### src/rtl/core/owbm_pkg.sv
`timescale 1ns / 1ps
// ----------------------------------------------------------------------------
// owbm_pkg: shared types and constants of the single-wire bus master
// Request codes, register indexes, drive and status codes, and the structs
// passed between the request front end, the slot sequencer and the top level.
// ----------------------------------------------------------------------------
package owbm_pkg;

   localparam int BITS_PER_BYTE   = 8;
   localparam int TIMER_W         = 20;
   localparam int REQ_QUEUE_DEPTH = 2;
   localparam int RSP_QUEUE_DEPTH = 2;

   // request codes
   localparam logic [2:0] OP_TICK       = 3'd0;
   localparam logic [2:0] OP_RESET      = 3'd1;
   localparam logic [2:0] OP_WRITE_BYTE = 3'd2;
   localparam logic [2:0] OP_READ_BYTE  = 3'd3;
   localparam logic [2:0] OP_WRITE_BIT  = 3'd4;
   localparam logic [2:0] OP_READ_BIT   = 3'd5;
   localparam logic [2:0] OP_PULLUP     = 3'd6;

   // register indexes
   localparam logic [2:0] CSR_RESET_LOW_TIME    = 3'd0;
   localparam logic [2:0] CSR_PRESENCE_WAIT     = 3'd1;
   localparam logic [2:0] CSR_RESET_RECOVERY    = 3'd2;
   localparam logic [2:0] CSR_SLOT_START_TIME   = 3'd3;
   localparam logic [2:0] CSR_READ_SAMPLE_DELAY = 3'd4;
   localparam logic [2:0] CSR_READ_TAIL_TIME    = 3'd5;
   localparam logic [2:0] CSR_WRITE_SLOT_TIME   = 3'd6;
   localparam logic [2:0] CSR_PULLUP_TIME       = 3'd7;

   // line drive codes
   localparam logic [1:0] DRIVE_RELEASE = 2'd0;
   localparam logic [1:0] DRIVE_LOW     = 2'd1;
   localparam logic [1:0] DRIVE_HIGH    = 2'd2;

   // status codes
   localparam logic [1:0] STATUS_OK          = 2'd0;
   localparam logic [1:0] STATUS_NO_PRESENCE = 2'd1;
   localparam logic [1:0] STATUS_REJECTED    = 2'd2;

   typedef enum logic [1:0] {
      KIND_TICK,
      KIND_CMD,
      KIND_NOP
   } kind_type;

   typedef struct packed {
      kind_type   kind;
      logic [2:0] op;
      logic [7:0] tx_data;
      logic       line_level;
   } item_type;

   typedef struct packed {
      logic [9:0]  reset_low_time;
      logic [7:0]  presence_wait;
      logic [9:0]  reset_recovery;
      logic [3:0]  slot_start_time;
      logic [5:0]  read_sample_delay;
      logic [7:0]  read_tail_time;
      logic [7:0]  write_slot_time;
      logic [19:0] pullup_time;
   } cfg_type;

   typedef struct packed {
      logic [1:0] line_drive;
      logic       busy_res;
      logic       done_res;
      logic [1:0] status;
      logic [7:0] rx_data;
   } rsp_type;

endpackage

### src/rtl/core/owbm_queue.sv
`timescale 1ns / 1ps
// ----------------------------------------------------------------------------
// owbm_queue: small first-in first-out queue
// Register-based queue with a full and an empty flag; the head entry is
// visible while empty is low.
// ----------------------------------------------------------------------------
module owbm_queue #(
   parameter int DEPTH = owbm_pkg::REQ_QUEUE_DEPTH,
   parameter int WIDTH = 1
) (
   input  logic             clock,
   input  logic             reset,
   input  logic             push,
   input  logic [WIDTH-1:0] push_data,
   output logic             full,
   input  logic             pop,
   output logic [WIDTH-1:0] pop_data,
   output logic             empty
);

   localparam int PTR_W = (DEPTH > 1) ? $clog2(DEPTH) : 1;
   localparam int CNT_W = $clog2(DEPTH + 1);

   logic [WIDTH-1:0] slot_ff [DEPTH];
   logic [PTR_W-1:0] wr_ptr_ff, wr_ptr_in;
   logic [PTR_W-1:0] rd_ptr_ff, rd_ptr_in;
   logic [CNT_W-1:0] count_ff, count_in;
   logic             do_push, do_pop;

   assign full     = (count_ff == CNT_W'(DEPTH));
   assign empty    = (count_ff == '0);
   assign do_push  = push && !full;
   assign do_pop   = pop && !empty;
   assign pop_data = slot_ff[rd_ptr_ff];

   always_comb begin
      wr_ptr_in = wr_ptr_ff;
      rd_ptr_in = rd_ptr_ff;
      if (do_push) begin
         wr_ptr_in = (wr_ptr_ff == PTR_W'(DEPTH - 1)) ? '0 : wr_ptr_ff + 1'b1;
      end
      if (do_pop) begin
         rd_ptr_in = (rd_ptr_ff == PTR_W'(DEPTH - 1)) ? '0 : rd_ptr_ff + 1'b1;
      end
      count_in = count_ff + CNT_W'(do_push) - CNT_W'(do_pop);
   end

   always_ff @(posedge clock) begin
      if (reset) begin
         wr_ptr_ff <= '0;
         rd_ptr_ff <= '0;
         count_ff  <= '0;
      end else begin
         wr_ptr_ff <= wr_ptr_in;
         rd_ptr_ff <= rd_ptr_in;
         count_ff  <= count_in;
      end
   end

   always_ff @(posedge clock) begin
      if (do_push) begin
         slot_ff[wr_ptr_ff] <= push_data;
      end
   end

endmodule

### src/rtl/core/owbm_front.sv
`timescale 1ns / 1ps
// ----------------------------------------------------------------------------
// owbm_front: request front end
// Sorts each request into tick, command or no-op and queues it for the
// slot sequencer.
// ----------------------------------------------------------------------------
module owbm_front #(
   parameter int QUEUE_DEPTH = owbm_pkg::REQ_QUEUE_DEPTH
) (
   input  logic               clock,
   input  logic               reset,
   input  logic               req_push,
   output logic               req_full,
   input  logic [2:0]         req_type,
   input  logic [7:0]         req_tx_data,
   input  logic               req_line_level,
   output logic               item_valid,
   output owbm_pkg::item_type item,
   input  logic               item_take
);

   owbm_pkg::item_type new_item;
   logic               queue_empty;
   logic [$bits(owbm_pkg::item_type)-1:0] head_bits;

   always_comb begin
      new_item.op         = req_type;
      new_item.tx_data    = req_tx_data;
      new_item.line_level = req_line_level;
      case (req_type) inside
         owbm_pkg::OP_TICK:                        new_item.kind = owbm_pkg::KIND_TICK;
         [owbm_pkg::OP_RESET:owbm_pkg::OP_PULLUP]: new_item.kind = owbm_pkg::KIND_CMD;
         default:                                  new_item.kind = owbm_pkg::KIND_NOP;
      endcase
   end

   owbm_queue #(
      .DEPTH (QUEUE_DEPTH),
      .WIDTH ($bits(owbm_pkg::item_type))
   ) u_req_queue (
      .clock     (clock),
      .reset     (reset),
      .push      (req_push),
      .push_data (new_item),
      .full      (req_full),
      .pop       (item_take),
      .pop_data  (head_bits),
      .empty     (queue_empty)
   );

   assign item       = owbm_pkg::item_type'(head_bits);
   assign item_valid = !queue_empty;

endmodule

### src/rtl/core/owbm_seq.sv
`timescale 1ns / 1ps
// ----------------------------------------------------------------------------
// owbm_seq: slot sequencer
// Runs reset, write, read and pull-up phases one tick at a time, builds one
// response for every queued request and queues it for the response side.
// ----------------------------------------------------------------------------
module owbm_seq (
   input  logic               clock,
   input  logic               reset,
   input  owbm_pkg::cfg_type  cfg,
   input  logic               item_valid,
   input  owbm_pkg::item_type item,
   output logic               item_take,
   output logic               rsp_empty,
   input  logic               rsp_pop,
   output owbm_pkg::rsp_type  rsp
);

   localparam int TW = owbm_pkg::TIMER_W;
   localparam logic [3:0] BYTE_BITS = 4'(owbm_pkg::BITS_PER_BYTE);

   typedef enum logic [3:0] {
      PH_IDLE,
      PH_RST_LOW,
      PH_PRES_WAIT,
      PH_RST_RECOV,
      PH_SLOT_LOW,
      PH_WRITE_HOLD,
      PH_READ_WAIT,
      PH_READ_TAIL,
      PH_PULLUP
   } phase_type;

   phase_type        phase_ff, phase_in;
   logic [2:0]       op_ff, op_in;
   logic [TW-1:0]    timer_ff, timer_in, timer_dec;
   logic [3:0]       bit_ff, bit_in, bit_count;
   logic [7:0]       tx_ff, tx_in;
   logic [7:0]       rx_ff, rx_in;

   logic [TW-1:0]    pres_wait_t, slot_low_t, read_wait_t;
   logic             step, fin;
   logic [1:0]       fin_status;
   logic             is_write, op_is_read;
   owbm_pkg::rsp_type rsp_new;
   logic             rsp_full;
   logic [$bits(owbm_pkg::rsp_type)-1:0] rsp_bits;

   // zero sample waits and a zero slot start time count as one tick
   assign pres_wait_t = (cfg.presence_wait == '0) ? TW'(1) : TW'(cfg.presence_wait);
   assign slot_low_t  = (cfg.slot_start_time == '0) ? TW'(1) : TW'(cfg.slot_start_time);
   assign read_wait_t = (cfg.read_sample_delay == '0) ? TW'(1)
                                                      : TW'(cfg.read_sample_delay);

   assign is_write  = (op_ff == owbm_pkg::OP_WRITE_BYTE) || (op_ff == owbm_pkg::OP_WRITE_BIT);
   assign bit_count = ((op_ff == owbm_pkg::OP_WRITE_BYTE) || (op_ff == owbm_pkg::OP_READ_BYTE))
                      ? BYTE_BITS : 4'd1;
   assign timer_dec = (timer_ff != '0) ? timer_ff - 1'b1 : '0;

   assign item_take = item_valid && !rsp_full;

   always_comb begin
      phase_in   = phase_ff;
      op_in      = op_ff;
      timer_in   = timer_ff;
      bit_in     = bit_ff;
      tx_in      = tx_ff;
      rx_in      = rx_ff;
      step       = 1'b0;
      fin        = 1'b0;
      fin_status = owbm_pkg::STATUS_OK;
      rsp_new    = '0;

      if (item_take) begin
         case (item.kind)
            owbm_pkg::KIND_TICK: begin
               if (phase_ff != PH_IDLE) begin
                  timer_in = timer_dec;
                  if (timer_dec == '0) begin
                     case (phase_ff)
                        PH_RST_LOW: begin
                           phase_in = PH_PRES_WAIT;
                           timer_in = pres_wait_t;
                        end
                        PH_PRES_WAIT: begin
                           if (item.line_level) begin
                              fin        = 1'b1;
                              fin_status = owbm_pkg::STATUS_NO_PRESENCE;
                           end else if (cfg.reset_recovery == '0) begin
                              fin = 1'b1;
                           end else begin
                              phase_in = PH_RST_RECOV;
                              timer_in = TW'(cfg.reset_recovery);
                           end
                        end
                        PH_RST_RECOV, PH_PULLUP: fin = 1'b1;
                        PH_SLOT_LOW: begin
                           if (!is_write) begin
                              phase_in = PH_READ_WAIT;
                              timer_in = read_wait_t;
                           end else if (cfg.write_slot_time == '0) begin
                              step = 1'b1;
                           end else begin
                              phase_in = PH_WRITE_HOLD;
                              timer_in = TW'(cfg.write_slot_time);
                           end
                        end
                        PH_READ_WAIT: begin
                           if (item.line_level && !bit_ff[3]) begin
                              rx_in = rx_ff | (8'd1 << bit_ff[2:0]);
                           end
                           if (cfg.read_tail_time == '0) begin
                              step = 1'b1;
                           end else begin
                              phase_in = PH_READ_TAIL;
                              timer_in = TW'(cfg.read_tail_time);
                           end
                        end
                        PH_WRITE_HOLD, PH_READ_TAIL: step = 1'b1;
                        default: begin
                           phase_in = PH_IDLE;
                           timer_in = '0;
                        end
                     endcase
                  end
               end
            end
            owbm_pkg::KIND_CMD: begin
               if (phase_ff != PH_IDLE) begin
                  rsp_new.status = owbm_pkg::STATUS_REJECTED;
               end else begin
                  op_in  = item.op;
                  bit_in = '0;
                  tx_in  = item.tx_data;
                  rx_in  = '0;
                  case (item.op)
                     owbm_pkg::OP_RESET: begin
                        if (cfg.reset_low_time == '0) begin
                           phase_in = PH_PRES_WAIT;
                           timer_in = pres_wait_t;
                        end else begin
                           phase_in = PH_RST_LOW;
                           timer_in = TW'(cfg.reset_low_time);
                        end
                     end
                     owbm_pkg::OP_PULLUP: begin
                        if (cfg.pullup_time == '0) begin
                           fin = 1'b1;
                        end else begin
                           phase_in = PH_PULLUP;
                           timer_in = cfg.pullup_time;
                        end
                     end
                     default: begin
                        phase_in = PH_SLOT_LOW;
                        timer_in = slot_low_t;
                     end
                  endcase
               end
            end
            default: ;
         endcase
      end

      // advance to the next bit slot, or finish after the last one
      if (step) begin
         tx_in  = tx_ff >> 1;
         bit_in = bit_ff + 1'b1;
         if (bit_in >= bit_count) begin
            fin = 1'b1;
         end else begin
            phase_in = PH_SLOT_LOW;
            timer_in = slot_low_t;
         end
      end

      op_is_read = (op_in == owbm_pkg::OP_READ_BYTE) || (op_in == owbm_pkg::OP_READ_BIT);
      if (fin) begin
         phase_in         = PH_IDLE;
         timer_in         = '0;
         rsp_new.done_res = 1'b1;
         rsp_new.status   = fin_status;
         rsp_new.rx_data  = ((fin_status == owbm_pkg::STATUS_OK) && op_is_read) ? rx_in : '0;
      end

      case (phase_in)
         PH_RST_LOW, PH_SLOT_LOW: rsp_new.line_drive = owbm_pkg::DRIVE_LOW;
         PH_WRITE_HOLD: rsp_new.line_drive = tx_in[0] ? owbm_pkg::DRIVE_HIGH
                                                      : owbm_pkg::DRIVE_LOW;
         PH_PULLUP:     rsp_new.line_drive = owbm_pkg::DRIVE_HIGH;
         default:       rsp_new.line_drive = owbm_pkg::DRIVE_RELEASE;
      endcase
      rsp_new.busy_res = (phase_in != PH_IDLE);
   end

   always_ff @(posedge clock) begin
      if (reset) begin
         phase_ff <= PH_IDLE;
         op_ff    <= '0;
         timer_ff <= '0;
         bit_ff   <= '0;
         tx_ff    <= '0;
         rx_ff    <= '0;
      end else begin
         phase_ff <= phase_in;
         op_ff    <= op_in;
         timer_ff <= timer_in;
         bit_ff   <= bit_in;
         tx_ff    <= tx_in;
         rx_ff    <= rx_in;
      end
   end

   owbm_queue #(
      .DEPTH (owbm_pkg::RSP_QUEUE_DEPTH),
      .WIDTH ($bits(owbm_pkg::rsp_type))
   ) u_rsp_queue (
      .clock     (clock),
      .reset     (reset),
      .push      (item_take),
      .push_data (rsp_new),
      .full      (rsp_full),
      .pop       (rsp_pop),
      .pop_data  (rsp_bits),
      .empty     (rsp_empty)
   );

   assign rsp = owbm_pkg::rsp_type'(rsp_bits);

endmodule

### src/rtl/core/one_wire_bus_master.sv
`timescale 1ns / 1ps
// ----------------------------------------------------------------------------
// one_wire_bus_master: single-wire bus master
// Reset with presence detect, byte and bit write and read slots, and a
// strong pull-up, paced by one tick request per microsecond.
//
// Usage:
//   Request side is a queue: push an item while full is low. A tick request
//   (type 0) carries the sampled line level and advances the running phase by
//   one microsecond; the other types start an operation and are answered with
//   status rejected while one is already running.
//   Response side is a queue: every request yields exactly one response, in
//   order, shown while empty is low and taken with pop. line_drive is the
//   drive to apply until the next tick.
//   An accepted push is registered in the request queue, and its response in
//   the response queue before it shows; one request per cycle is sustained
//   while the response side keeps popping.
//   A stalled response side fills the response queue and then the request
//   queue, after which full rises; nothing is dropped.
//   Synchronous reset empties both queues, idles the sequencer and loads the
//   register defaults. Registers are written through csr_valid/csr_ready
//   (always ready) only while idle: a user rule the block does not enforce.
// ----------------------------------------------------------------------------
module one_wire_bus_master #(
   parameter int REQ_QUEUE_DEPTH = owbm_pkg::REQ_QUEUE_DEPTH
) (
   input  logic        clock,
   input  logic        reset,
   input  logic        req_push,
   output logic        req_full,
   input  logic [2:0]  req_type,
   input  logic [7:0]  req_tx_data,
   input  logic        req_line_level,
   output logic        rsp_empty,
   input  logic        rsp_pop,
   output logic [1:0]  rsp_line_drive,
   output logic        rsp_busy_res,
   output logic        rsp_done_res,
   output logic [1:0]  rsp_status,
   output logic [7:0]  rsp_rx_data,
   input  logic        csr_valid,
   output logic        csr_ready,
   input  logic [2:0]  csr_index,
   input  logic [19:0] csr_wdata
);

   owbm_pkg::cfg_type  cfg_ff, cfg_in;
   owbm_pkg::item_type item;
   owbm_pkg::rsp_type  rsp;
   logic               item_valid, item_take;

   assign csr_ready = 1'b1;

   always_comb begin
      cfg_in = cfg_ff;
      if (csr_valid) begin
         case (csr_index)
            owbm_pkg::CSR_RESET_LOW_TIME:    cfg_in.reset_low_time    = csr_wdata[9:0];
            owbm_pkg::CSR_PRESENCE_WAIT:     cfg_in.presence_wait     = csr_wdata[7:0];
            owbm_pkg::CSR_RESET_RECOVERY:    cfg_in.reset_recovery    = csr_wdata[9:0];
            owbm_pkg::CSR_SLOT_START_TIME:   cfg_in.slot_start_time   = csr_wdata[3:0];
            owbm_pkg::CSR_READ_SAMPLE_DELAY: cfg_in.read_sample_delay = csr_wdata[5:0];
            owbm_pkg::CSR_READ_TAIL_TIME:    cfg_in.read_tail_time    = csr_wdata[7:0];
            owbm_pkg::CSR_WRITE_SLOT_TIME:   cfg_in.write_slot_time   = csr_wdata[7:0];
            owbm_pkg::CSR_PULLUP_TIME:       cfg_in.pullup_time       = csr_wdata;
            default: ;
         endcase
      end
   end

   always_ff @(posedge clock) begin
      if (reset) begin
         cfg_ff.reset_low_time    <= 10'd480;
         cfg_ff.presence_wait     <= 8'd60;
         cfg_ff.reset_recovery    <= 10'd420;
         cfg_ff.slot_start_time   <= 4'd2;
         cfg_ff.read_sample_delay <= 6'd15;
         cfg_ff.read_tail_time    <= 8'd50;
         cfg_ff.write_slot_time   <= 8'd120;
         cfg_ff.pullup_time       <= 20'd750000;
      end else begin
         cfg_ff <= cfg_in;
      end
   end

   owbm_front #(
      .QUEUE_DEPTH (REQ_QUEUE_DEPTH)
   ) u_front (
      .clock          (clock),
      .reset          (reset),
      .req_push       (req_push),
      .req_full       (req_full),
      .req_type       (req_type),
      .req_tx_data    (req_tx_data),
      .req_line_level (req_line_level),
      .item_valid     (item_valid),
      .item           (item),
      .item_take      (item_take)
   );

   owbm_seq u_seq (
      .clock      (clock),
      .reset      (reset),
      .cfg        (cfg_ff),
      .item_valid (item_valid),
      .item       (item),
      .item_take  (item_take),
      .rsp_empty  (rsp_empty),
      .rsp_pop    (rsp_pop),
      .rsp        (rsp)
   );

   assign rsp_line_drive = rsp.line_drive;
   assign rsp_busy_res   = rsp.busy_res;
   assign rsp_done_res   = rsp.done_res;
   assign rsp_status     = rsp.status;
   assign rsp_rx_data    = rsp.rx_data;

   // a finished operation leaves the sequencer idle
   assert property (@(posedge clock) disable iff (reset)
      (!rsp_empty && rsp_done_res) |-> !rsp_busy_res)
      else $error("done reported while still busy");

   assert property (@(posedge clock) disable iff (reset)
      (!rsp_empty && rsp_done_res) |-> (rsp_status != owbm_pkg::STATUS_REJECTED))
      else $error("rejected status reported with done");

   assert property (@(posedge clock) disable iff (reset)
      (!rsp_empty && !rsp_done_res) |-> (rsp_rx_data == 8'd0))
      else $error("read data without done");

   // an idle master never drives the line
   assert property (@(posedge clock) disable iff (reset)
      (!rsp_empty && !rsp_busy_res) |-> (rsp_line_drive == owbm_pkg::DRIVE_RELEASE))
      else $error("line driven while idle");

endmodule
### config.mk
export PLATFORM = sky130hd
export DESIGN_NAME = one_wire_bus_master
export DESIGN_NICKNAME = d
export VERILOG_FILES = /design/src/rtl/core/owbm_pkg.sv /design/src/rtl/core/owbm_queue.sv /design/src/rtl/core/owbm_front.sv /design/src/rtl/core/owbm_seq.sv /design/src/rtl/core/one_wire_bus_master.sv
export SDC_FILE = /design/constraint.sdc
export NUM_CORES = 1
export LEC_CHECK = 0
export BUFFER_PORTS_ARGS = -buffer_cell sky130_fd_sc_hd__buf_2
export CAP_MARGIN = 40
export CORE_AREA = 3 3 158 160
export DETAILED_ROUTE_END_ITERATION = 8
export DIE_AREA = 0 0 161 163
export SKIP_LAST_GASP = 1
export SYNTH_ARGS = -nofsm -noshare
export SYNTH_HDL_FRONTEND = slang
export SYNTH_SLANG_ARGS = --single-unit
export TNS_END_PERCENT = 50
### constraint.sdc
create_clock -name clock -period 9.64 [get_ports clock]
set_input_delay 0 -clock clock [delete_from_list [all_inputs] [get_ports clock]]
set_output_delay 0 -clock clock [all_outputs]
set_load 0.05 [all_outputs]
Word level (Yosys, flattened, before mapping)
Memories as Yosys holds them, arrays and structs flattened. A register that Yosys moved wholly into a read port is not among the register bits.
Index checks and enable logic that the tools add are counted.
W data, S select, Z words.
{"block": "op_classes", "addsub": 10, "order_cmp": 3, "n_eq_ne": 30, "n_shift": 1, "mux": 103, "bitwise_logic": 2, "reduce_logical": 52}
{"operator": "$mux W20", "n": 14}
{"operator": "$pmux W20 S5", "n": 1}
{"operator": "$pmux W20 S2", "n": 2}
{"operator": "$mux W4", "n": 19}
{"operator": "$mux W8", "n": 8}
{"operator": "$logic_not A20 Y1", "n": 2}
{"operator": "$mux W1", "n": 30}
{"operator": "$mux W7", "n": 4}
{"operator": "$eq A4 B3 Y1 const B", "n": 6}
{"operator": "$logic_not A8 Y1", "n": 3}
{"operator": "$mux W2", "n": 12}
{"operator": "$eq A3 B3 Y1 const B", "n": 7}
{"operator": "$logic_not A10 Y1", "n": 2}
{"operator": "$pmux W4 S5", "n": 1}
{"operator": "$reduce_bool A20 Y1", "n": 1}
{"operator": "$sub A20 B1 Y20 const B", "n": 1}
{"operator": "$pmux W4 S2", "n": 2}
{"operator": "$pmux W8 S2", "n": 1}
{"operator": "$reduce_and A2 Y1", "n": 8}
{"operator": "$eq A3 B2 Y1 const B", "n": 5}
{"operator": "$mux W11", "n": 1}
{"operator": "$reduce_or A2 Y1", "n": 5}
{"operator": "$mux W3", "n": 3}
{"operator": "$eq A4 B1 Y1 const B", "n": 2}
{"operator": "31 further kinds", "n": 61}
{"block": "totals", "ff_bits": 129, "ram_bits": 56, "in_bits": 40, "output_inout_bits": 17, "wordCells": 225, "n_memories": 2}
{"name": "u_front.u_req_queue.slot_ff", "words": 2, "width": 14, "read_ports": 1, "rd_ports_with_merged_regs": 1, "wr": 1, "line_no": "owbm_queue.sv:24", "source": "logic [WIDTH-1:0] slot_ff [DEPTH];"}
{"name": "u_seq.u_rsp_queue.slot_ff", "words": 2, "width": 14, "read_ports": 1, "rd_ports_with_merged_regs": 1, "wr": 1, "line_no": "owbm_queue.sv:24"}

Longest topological paths before layout
Gate-level depths: netlist (run 1).
{"block": "depth", "word_depth": 14, "ltp_mapped": 12, "ltp_nobuf": 11}

Modules after synthesis
Synthesis (run 1) repeated with hierarchy kept, for this count alone.
{"block": "hier_totals", "hier_cells": 1024, "hier_area_um2": 9609.2}
{"module": "owbm_seq", "instances": 1, "cells_each": 596, "area_each_um2": 4149.0}
{"module": "one_wire_bus_master", "instances": 1, "cells_each": 284, "area_each_um2": 2959.1}
{"module": "owbm_queue", "instances": 2, "cells_each": 70, "area_each_um2": 1238.7}
{"module": "owbm_front", "instances": 1, "cells_each": 4, "area_each_um2": 23.8}

Worst setup path after synthesis (run 1)
No wires, ideal clock.
{"block": "synth_timing", "path_type": "flip-flop to flip-flop", "from": "register u_seq.timer_ff[0]", "to": "memory u_seq.u_rsp_queue.slot_ff[0][6] (netlist bit), data pin", "arrival_ns": 2.918, "t_required_ns": 9.493, "setup_slack_ns": 6.575, "stages_incl_launch_ff": 13, "period_less_slack_ns": 3.065, "cell_sequence": "dfxtp_1 -> buf_2 -> inv_1 -> ha_1 -> nor3b_2 -> nand3_1 -> xor2_1 -> and4_1 -> a21o_1 -> o21ai_2 -> or4_4 -> buf_6 -> a21oi_2"}
{"element": "from (decl)", "line_no": "owbm_seq.sv:36", "source": "logic [TW-1:0] timer_ff, timer_in, timer_dec;"}
{"element": "from (signal assigned)", "line_no": "owbm_seq.sv:207", "source": "timer_ff <= timer_in;"}
{"element": "to (decl)", "line_no": "owbm_queue.sv:24"}

==> flow_metrics.py, run 1 <==
metrics = {
    "sta": {
        "slew_headroom_pct": 34.3,
        "fmax_ghz": 0.267,
        "hold_viol_final": 0,
        "fin_tns_setup_ns": 0,
        "rsz0062_at_grt": "no",
        "report.final.slew_viol_count": 0,
        "fin_crit_ns": 3.74,
        "finalClockSkew_ns": 0.00896,
        "final.period_utilization_pct": 38.8,
        "worst_pin_slew_ns": 0.983,
        "setup_violations": 0,
        "fin_ws_ns": 5.90,
    },
    "critical_path": {
        "critPathKind": "flip-flop to flip-flop",
        "crit_path_end_kind": "flip-flop",
        "critPathRequiredTime_ns": 9.88,
        "worstRegToRegCells": 9,
        "startpoint_type": "flip-flop",
        "cpMaxStageDelayCell": "nor3_4",
        "cpPeakStageDelay_ns": 0.61,
        "r2r_slack_ns": 5.90,
        "critPathArrivalTime_ns": 3.99,
        "worstPathCellList": "buf_4 > mux2_4 > nor3_4 > nand2_2 > or3_1 > nand3_1 > a21boi_0 > nor2_1 > a211oi_1",
        "crit_path_max_fanout": 24,
    },
    "yosys": {
        "yosysMostFrequentCell": "nand2_1",
        "ys_ff_latch": 187,
        "synthTopCellsByCount": "nand2_1, dfxtp_1, nor2_1, a21oi_1, edfxtp_1",
        "yosysTopAreaCellShare_pct": 27.7,
        "ys_types": 84,
        "synth_edf_count": 56,
        "yosys_warnings": 0,
        "synth_flop_cell": "dfxtp_1",
        "synth-async-reset-ratio_pct": 0,
        "syn_area_um2": 9460,
        "syn_avg_cell_area_um2": 9.04,
        "ys_seq_area_share_pct": 45.5,
        "netlist_instances": 1046,
        "syn_nets": 1099,
        "synth_largest_area_cell": "dfxtp_1",
        "synth_area_leaders": "dfxtp_1, edfxtp_1, mux2i_1",
    },
    "placed_design": {
        "place_ws_ns": 5.95,
        "gp_congestion": 0.984,
        "port-buffer-count": 55,
        "post-dp-hpwl_mm": 18.9,
    },
    "grt": {
        "overflow": 0,
        "grt_pass1_wl_mm": 43.1,
        "antenna_found_initial": 0,
        "grt_start_max_net_pins": 75,
        "grt_pass1_vias": 7755,
        "grt_use_total_pct": 20.6,
    },
    "clock_tree": {
        "worstSkewPairLatency_ns": 0.44,
        "cts_tree": "built",
        "post_cts_resized": 0,
        "post_cts_buffers": 0,
        "path_clk_slew_ns": 0.08,
        "cts_sinks": 187,
        "ctsRootBufferMaster": "clkbuf_16",
        "cts_buffers": 17,
        "cts_buffer_depth": 2,
        "h-tree-depth": 4,
        "postCtsHoldBufs": 37,
    },
    "layout": {
        "drive_gt1_share_pct": 14.9,
        "filler_cell_count": 2297,
        "area.growth.synth_to_final_pct": 16.1,
        "fin_util_pct": 46.6,
        "fin_nets": 1169,
        "antennaDiodeCount": 0,
    },
    "power_and_ir_drop": {
        "power.total_uw": 2800,
        "p_leak_uw": 0.00400,
        "pwr_density_cell_nw_per_um2": 255,
        "ir_drop_mv": 0.131,
    },
    "hold_path": {
        "min_path_type": "input pin to flip-flop",
        "hold_depth": 4,
    },
    "routing": {
        "wl_per_cell_um": 18.6,
        "ant_nets": 0,
        "viasPerCell": 5.61,
        "dr.first_iter.drc_count": 974,
        "wl_mm": 26.9,
        "drc": 0,
        "first_pass_iters": 5,
        "vias": 8129,
    },
    "floorplan": {
        "dieArea_um2": 26200,
        "core_area_um2": 23500,
        "die_w_um": 161,
        "num_rows": 56,
        "io_pins": 57,
        "initial_core_util_pct": 40.2,
        "die_h_um": 163,
    },
    "flow_run": {
        "drv_cap": 0,
    },
    "outcome": {
        "status": "finished clean",
    },
}
==> sequential cells by signal (all words and copies together) (netlist names), 2 cells and up, named ones only <==
register and cells:
cfg_ff 74, u_front.u_req_queue.slot_ff 28, u_seq.u_rsp_queue.slot_ff 28, u_seq.timer_ff 20, u_seq.rx_ff 8, u_seq.tx_ff 8, u_seq.bit_ff 4, u_seq.phase_ff 4
u_seq.op_ff 3, u_front.u_req_queue.count_ff 2, u_seq.u_rsp_queue.count_ff 2
==> final cells by class <==
type | count | area (um^2) | share of cell area (%)
tap | 319 | 399 | 3.64
timing repair buffer | 110 | 786 | 7.16
multi-input combinational | 782 | 4820 | 44.0
sequential | 187 | 4300 | 39.2
clock inverter | 15 | 166 | 1.52
inverter | 18 | 67.6 | 0.616
clock buffer | 17 | 425 | 3.88
==> worst max-delay path, delay by kind of cell (launching register included) <==
kind,cells,cell delay (ns)
AND/OR/NAND/NOR,5,1.67
AO/OA/AOI/OAI,2,0.87
multiplexers,1,0.37
flip-flops,1,0.32
buffers and inverters,1,0.32
==> through the flow <==
step,cells,hold slack [ns],instance area [um^2]
finish,1448,0.0385,11000
global route,1448,0.0539,11000
CTS,1448,0.0337,11000
detailed placement,1379,0.192,10000
global placement,1372,0.189,9950
floorplan,1046,0.0989,9460
==> cell families after synthesis <==
kind of cell | synth area share (%)
simple gates | 23.4
xor+xnor | 1.67
other cells | 0.0397
compound gates | 16.1
fa+ha+maj | 1.72
flops | 45.5
mux | 8.02
buf+inv | 3.51
==> metal layers <==
metal,up-vias,global-route usage [%],wire length [um]
met5,-,0,0
met4,0,6.73,674
met3,61,3.97,1500
met2,282,32.3,12200
met1,3832,28.7,12600
li1,3954,-,-
==> power breakdown <==
group / switching (uW) / internal [uW]
Combinational: 755 / 360
Clock: 355 / 350
Sequential: 68.0 / 914
==> path summary, 6_finish.rpt <==
check / to / startpoint
hold / removal: u_seq.u_rsp_queue.rd_ptr_ff / rsp_pop
setup reg to reg: u_seq.u_rsp_queue.slot_ff[1][13] / flip-flop
hold reg to reg: cfg_ff[56] / cfg_ff[56]
setup / recovery: u_seq.u_rsp_queue.slot_ff[1][13] / flip-flop
==> layout by cell type (no fill, tap or decap), drive strengths merged, types with 11 or more instances in the layout <==
cell | netlist | final
nand2 | 143 | 143
dfxtp | 131 | 131
nor2 | 123 | 123
a21oi | 81 | 81
buf | 18 | 73
edfxtp | 56 | 56
mux2i | 54 | 54
nand3 | 48 | 48
o21ai | 43 | 43
dlygate4sd3 | 0 | 37
a22oi | 30 | 30
inv | 18 | 27
nor3 | 24 | 24
nor4 | 23 | 23
mux2 | 19 | 19
clkbuf | 41 | 17
ha | 13 | 13
and3 | 11 | 11
(Power assumes the default switching activity.)
==> run 2, diff against run 1 <==
clock period = 3 ns   (was 9.64 ns; I/O delays follow)
==> run 2 against run 1 <==
Effect of this change:
- power rose to 3.4 times the previous value
- wire length up 1.2%
- die area is the same
- fmax is 28% higher
- sequential power grew to 3.2 times the previous value
- non-clock buffer count grew 57
- sequential share of layout area is 1.7 points lower
- largest power group unchanged
- highest routed layer unchanged
==> flow_metrics.py, run 2 (synthesized netlist as in run 1, its figures left out) <==
metrics = {
    "outcome": {
        "status": "finished clean",
    },
    "critical_path": {
        "r2r_end": "u_seq.u_rsp_queue.slot_ff[0][6]",
        "crit_path_start": "u_seq.timer_ff[0]",
        "startpoint_type": "flip-flop",
        "path_common_cell": "a21oi_2",
        "reg2reg_from": "u_seq.timer_ff[0]",
        "critPathArrivalTime_ns": 3.20,
        "worstRegToRegCells": 10,
        "critPathKind": "flip-flop to flip-flop",
        "cpMaxStageDelayCell": "or4_4",
        "critical_path.endpoint": "u_seq.u_rsp_queue.slot_ff[0][6]",
        "crit_path_max_fanout": 9,
        "critPathRequiredTime_ns": 3.29,
        "r2r_slack_ns": 0.09,
        "worstPathCellList": "buf_6 > or4_4 > a21oi_2 > o32ai_1 > and4_1 > a21oi_2 > buf_6 > nor3_1 > or4_4 > a21oi_2",
        "cpPeakStageDelay_ns": 0.68,
        "crit_path_end_kind": "flip-flop",
    },
    "placed_design": {
        "place_ws_ns": 0.0797,
        "place_inst": 1434,
        "gp_congestion": 0.905,
        "port-buffer-count": 55,
        "post-dp-hpwl_mm": 19.4,
    },
    "floorplan": {
        "io_pins": 57,
        "num_rows": 56,
        "core_area_um2": 23500,
        "die_h_um": 163,
        "die_w_um": 161,
        "initial_core_util_pct": 40.2,
        "dieArea_um2": 26200,
    },
    "power_and_ir_drop": {
        "p_leak_uw": 0.00430,
        "ir_drop_mv": 0.412,
        "pwr_density_cell_nw_per_um2": 836,
        "power.total_uw": 9600,
    },
    "sta": {
        "fmax_ghz": 0.343,
        "fin_crit_ns": 2.91,
        "worst_pin_slew_ns": 0.877,
        "hold_viol_final": 0,
        "report.final.slew_viol_count": 0,
        "finalHoldWorstSlack_ns": 0.0365,
        "fin_ws_ns": 0.0862,
        "setup_violations": 0,
        "slew_headroom_pct": 41.5,
        "rsz0062_at_grt": "yes",
        "finalClockSkew_ns": 0.00826,
        "final.period_utilization_pct": 97.1,
    },
    "routing": {
        "ant_nets": 0,
        "viasPerCell": 5.52,
        "drc": 0,
        "first_pass_iters": 7,
        "wl_mm": 27.2,
        "dr.first_iter.drc_count": 749,
        "wl_per_cell_um": 18.1,
        "vias": 8312,
    },
    "layout": {
        "drive_gt1_share_pct": 20.4,
        "fin_util_pct": 48.8,
        "fin_cells": 1505,
        "largest_reg_flops": 74,
        "regMostFlops": "cfg_ff",
        "layout_common_cells": "nand2_1, dfxtp_1, nor2_1",
        "layout_commonest_cell": "nand2_1",
        "top_regs": "cfg_ff (74), u_front.u_req_queue.slot_ff (28), u_seq.u_rsp_queue.slot_ff (28)",
        "fin_nets": 1226,
        "area.growth.synth_to_final_pct": 21.5,
        "antennaDiodeCount": 0,
    },
    "hold_path": {
        "min_path_type": "input pin to flip-flop",
    },
    "clock_tree": {
        "cts_buffer_depth": 2,
        "h-tree-depth": 4,
        "cts_sinks": 187,
        "ctsRootBufferMaster": "clkbuf_16",
        "cts_buffers": 17,
        "cts_tree": "built",
        "path_clk_slew_ns": 0.08,
        "worstSkewPairLatency_ns": 0.43,
    },
    "grt": {
        "grt_start_max_net_pins": 76,
        "antenna_found_initial": 0,
        "overflow": 0,
        "grt_use_total_pct": 20.6,
        "grt_pass1_vias": 7899,
        "grt_pass1_wl_mm": 43.3,
    },
    "flow_run": {
        "drv_cap": 0,
    },
}
[run 2: cell types whose count changed in the layout (fill, tap and decap cells not counted), moves of 3 or more]
cell | previous run | this run
dlygate4sd3_1 | 37 | 33
buf_4 | 15 | 75
nor2_2 | 7 | 2
inv_6 | 4 | 1
nor2_4 | 0 | 5
[run 2: power breakdown]
group / internal, uW / switching [uW] / total [uW]
combinational: 1630 / 2610 / 4240
clock: 1110 / 1110 / 2220
sequential: 2940 / 189 / 3130
[run 2: how the worst min path moves through the flow]
stage	from	end	slack [ns]	cells past startpoint
6_report	csr_index[1]	cfg_ff[67]	0.04	4
5_1_grt	csr_index[1]	cfg_ff[67]	0.04	4
4_1_cts	csr_index[1]	cfg_ff[67]	0.01	4
3_5_place_dp	req_tx_data[3]	u_front.u_req_queue.slot_ff[1][4]	0.19	1
3_3_place_gp	req_tx_data[0]	u_front.u_req_queue.slot_ff[0][1]	0.19	1
2_1_floorplan	req_line_level	u_front.u_req_queue.slot_ff[0][0]	0.1	0
[run 2: routing by layer]
layer / global-route usage [%] / up-vias / wire [um]
li1: - / 4062 / -
met5: 0 / - / 0
met3: 3.26 / 40 / 1710
met2: 32.6 / 302 / 12300
met4: 7.08 / 0 / 635
met1: 28.9 / 3908 / 12600
[run 2: layout make-up]
cell class	count	area, um^2
Multi-Input combinational cell	782	4910
Clock buffer	17	425
Fill cell	2283	12100
Inverter	18	67.6
Timing Repair Buffer	167	1220
Sequential cell	187	4310
Clock inverter	15	154
Tap cell	319	399
[run 2: worst max-delay path: cells and delay by family, from the launching register on]
| family | cells | cell delay (ns) |
|---|---|---|
| DFF | 1 | 0.32 |
| AOI/OAI and AO/OA | 4 | 0.62 |
| buffers and inverters | 2 | 0.28 |
| and+or+nand+nor | 4 | 1.54 |
[run 2: timing repair]
item                                   in CTS  in global routing
gates resized for setup                     0                 21
setup endpoints to repair                   0                 21
setup buffers                               0                  6
endpoints found under the hold margin      99                  0
hold buffers                               33                  0
[run 2: per-stage QoR]
stage          TNS [ns]  area (um^2)
3_3_place_gp          0        10400
5_1_grt          -0.505        11500
3_5_place_dp          0        10400
6_report              0        11500
2_1_floorplan         0         9470
4_1_cts               0        11400
==> run 3, diff against run 2 <==
REMOVE_ABC_BUFFERS = 1   (was not set)
==> run 3 against run 2 <==
Effect of this change:
- setup slack gained 0.046 ns
- first-iteration DRC count grew 26%
- wire length grew 0.30%
- fmax grew 1.6%
- critical endpoint is now u_seq.u_rsp_queue.slot_ff[0][0]
- highest routed layer unchanged
==> flow_metrics.py, run 3 (synthesized netlist as in run 1, its figures left out) <==
metrics = {
    "power_and_ir_drop": {
        "pwr-share-clk_pct": 22.9,
        "pwr_density_cell_nw_per_um2": 831,
        "power.switching_uw": 3940,
        "seqPwrFrac_pct": 32.3,
        "p_leak_uw": 0.00435,
        "comb_power_share_pct": 44.8,
        "power.total_uw": 9630,
        "ir_drop_mv": 0.464,
        "p_int_uw": 5690,
        "p_sw_share_pct": 40.9,
    },
    "hold_path": {
        "min_path_type": "input pin to flip-flop",
        "whs_endpoint": "cfg_ff[1]",
        "hold_depth": 4,
        "min_from": "csr_index[2]",
    },
    "layout": {
        "area.growth.synth_to_final_pct": 22.6,
        "fin_util_pct": 49.3,
        "fin_nets": 1237,
        "finalInstanceArea_um2": 11600,
        "antennaDiodeCount": 0,
        "regMostFlops": "cfg_ff",
        "largest_reg_flops": 74,
        "drive_gt1_share_pct": 21.3,
        "layout_commonest_cell": "nand2_1",
        "layout_common_cells": "nand2_1, dfxtp_1, nor2_1",
        "top_regs": "cfg_ff (74), u_front.u_req_queue.slot_ff (28), u_seq.u_rsp_queue.slot_ff (28)",
    },
    "routing": {
        "viasPerCell": 5.50,
        "wl_per_cell_um": 18.0,
        "ant_nets": 0,
        "drc": 0,
        "first_pass_iters": 5,
        "wl_mm": 27.3,
        "vias": 8336,
        "dr.first_iter.drc_count": 947,
    },
    "critical_path": {
        "cpMaxStageDelayCell": "or4_4",
        "startpoint_type": "flip-flop",
        "critPathRequiredTime_ns": 3.29,
        "path_common_cell": "buf_4",
        "path_buf_inv": 2,
        "cpPeakStageDelay_ns": 0.62,
        "reg2reg_from": "u_seq.timer_ff[1]",
        "critPathArrivalTime_ns": 3.16,
        "worstRegToRegCells": 10,
        "r2r_slack_ns": 0.13,
        "crit_path_end_kind": "flip-flop",
        "crit_family": "simple AND/OR/NAND/NOR gates",
        "worstPathCellList": "buf_4 > nor4_4 > buf_4 > nand4_2 > xor2_2 > and3_4 > a21o_1 > o21ai_2 > or4_4 > nor2_2",
        "critPathKind": "flip-flop to flip-flop",
        "r2r_end": "u_seq.u_rsp_queue.slot_ff[0][0]",
        "crit_path_max_fanout": 8,
    },
    "grt": {
        "overflow": 0,
        "grt_use_total_pct": 21.2,
        "grt_start_max_net_pins": 76,
        "grt_pass1_vias": 8056,
        "grt_pass1_wl_mm": 44.2,
        "antenna_found_initial": 0,
    },
    "clock_tree": {
        "path_clk_slew_ns": 0.07,
        "cts_tree": "built",
        "h-tree-depth": 4,
        "cts_buffer_depth": 2,
        "ctsRootBufferMaster": "clkbuf_16",
        "cts_buffers": 17,
        "cts_sinks": 187,
        "worstSkewPairLatency_ns": 0.44,
    },
    "sta": {
        "fin_crit_ns": 2.87,
        "fmax_ghz": 0.349,
        "setup_violations": 0,
        "report.final.slew_viol_count": 0,
        "finalClockSkew_ns": 0.00993,
        "final.period_utilization_pct": 95.6,
        "slew_headroom_pct": 39.6,
        "worst_pin_slew_ns": 0.906,
        "hold_viol_final": 0,
    },
    "floorplan": {
        "die_h_um": 163,
        "dieArea_um2": 26200,
        "die_w_um": 161,
        "core_area_um2": 23500,
        "io_pins": 57,
        "initial_core_util_pct": 40.2,
        "num_rows": 56,
    },
    "placed_design": {
        "post-dp-hpwl_mm": 20.0,
        "port-buffer-count": 55,
        "gp_congestion": 0.911,
        "place_area_um2": 10500,
    },
    "flow_run": {
        "drv_cap": 0,
    },
    "outcome": {
        "status": "finished clean",
    },
}
## run 3: cell types whose count changed in the layout (fill, tap and decap cells not counted), sizes merged
cell	before	now
buf	134	143
clkinv	7	4
clkinvlp	2	4
dlygate4sd3	33	35
inv	24	25
## run 3: cell type report
| type | instances | area [um^2] |
|---|---|---|
| repair buffers | 178 | 1300 |
| well taps | 319 | 399 |
| flip-flops and latches | 187 | 4300 |
| clock inverters | 15 | 156 |
| multi-input cells | 782 | 4940 |
| inverters | 18 | 67.6 |
| fillers | 2247 | 11900 |
| clock buffers | 17 | 425 |
## run 3: power groups by stage
stage,registers [uW],logic (uW),clock network [uW]
2_1_floorplan,3200,2440,0
3_3_place_gp,3160,4070,0
3_5_place_dp,3170,4070,0
4_1_cts,3110,4120,2260
5_1_grt,3150,4630,2360
6_report,3110,4310,2210
## run 3: how the worst max path moves through the flow
stage | to | cells past startpoint | startpoint | slack [ns]
after global routing | u_seq.u_rsp_queue.slot_ff[0][5] | 9 | u_seq.timer_ff[1] | -0.02
after global placement | u_seq.u_rsp_queue.slot_ff[0][6] | 9 | u_seq.timer_ff[0] | 0.1
final | u_seq.u_rsp_queue.slot_ff[0][0] | 10 | u_seq.timer_ff[1] | 0.13
after CTS | u_seq.u_rsp_queue.slot_ff[1][12] | 9 | u_seq.timer_ff[4] | 0.05
after detailed placement | u_seq.u_rsp_queue.slot_ff[1][0] | 8 | u_seq.timer_ff[4] | 0.06
after floorplan | u_seq.u_rsp_queue.slot_ff[0][6] | 7 | flip-flop | -0.71
## run 3: repair_timing
action,in CTS,in global routing
setup endpoints to repair,0,27
hold buffers,35,0
buffers inserted,0,3
gates resized for setup,0,22
endpoints found under the hold margin,103,0
## run 3: layer usage
layer	track usage, %	vias up	routed length, um
met1	29.5	3980	12900
li1	-	4090	-
met5	0	-	0
met2	34.1	223	12600
met3	3.61	43	1240
met4	6.18	0	565
## run 3: worst register-to-register path, delay by kind of cell, from the launching register on
family | cells | cell delay [ns]
AOI/OAI and AO/OA | 2 | 0.28
xor gates and xnor gates | 1 | 0.28
buffers and inverters | 2 | 0.33
DFF | 1 | 0.31
and+or+nand+nor | 5 | 1.53
## run 3: per-stage QoR
| stage | cells | worst slack (ns) | hold WS, ns | TNS [ns] |
|---|---|---|---|---|
| floorplan | 987 | -0.714 | 0.0691 | -16.38 |
| global placement | 1442 | 0.0989 | 0.188 | 0 |
| detailed placement | 1445 | 0.0604 | 0.192 | 0 |
| CTS | 1512 | 0.0487 | 0.0330 | 0 |
| global route | 1516 | -0.0234 | 0.0664 | -0.274 |
| finish | 1516 | 0.132 | 0.0551 | 0 |
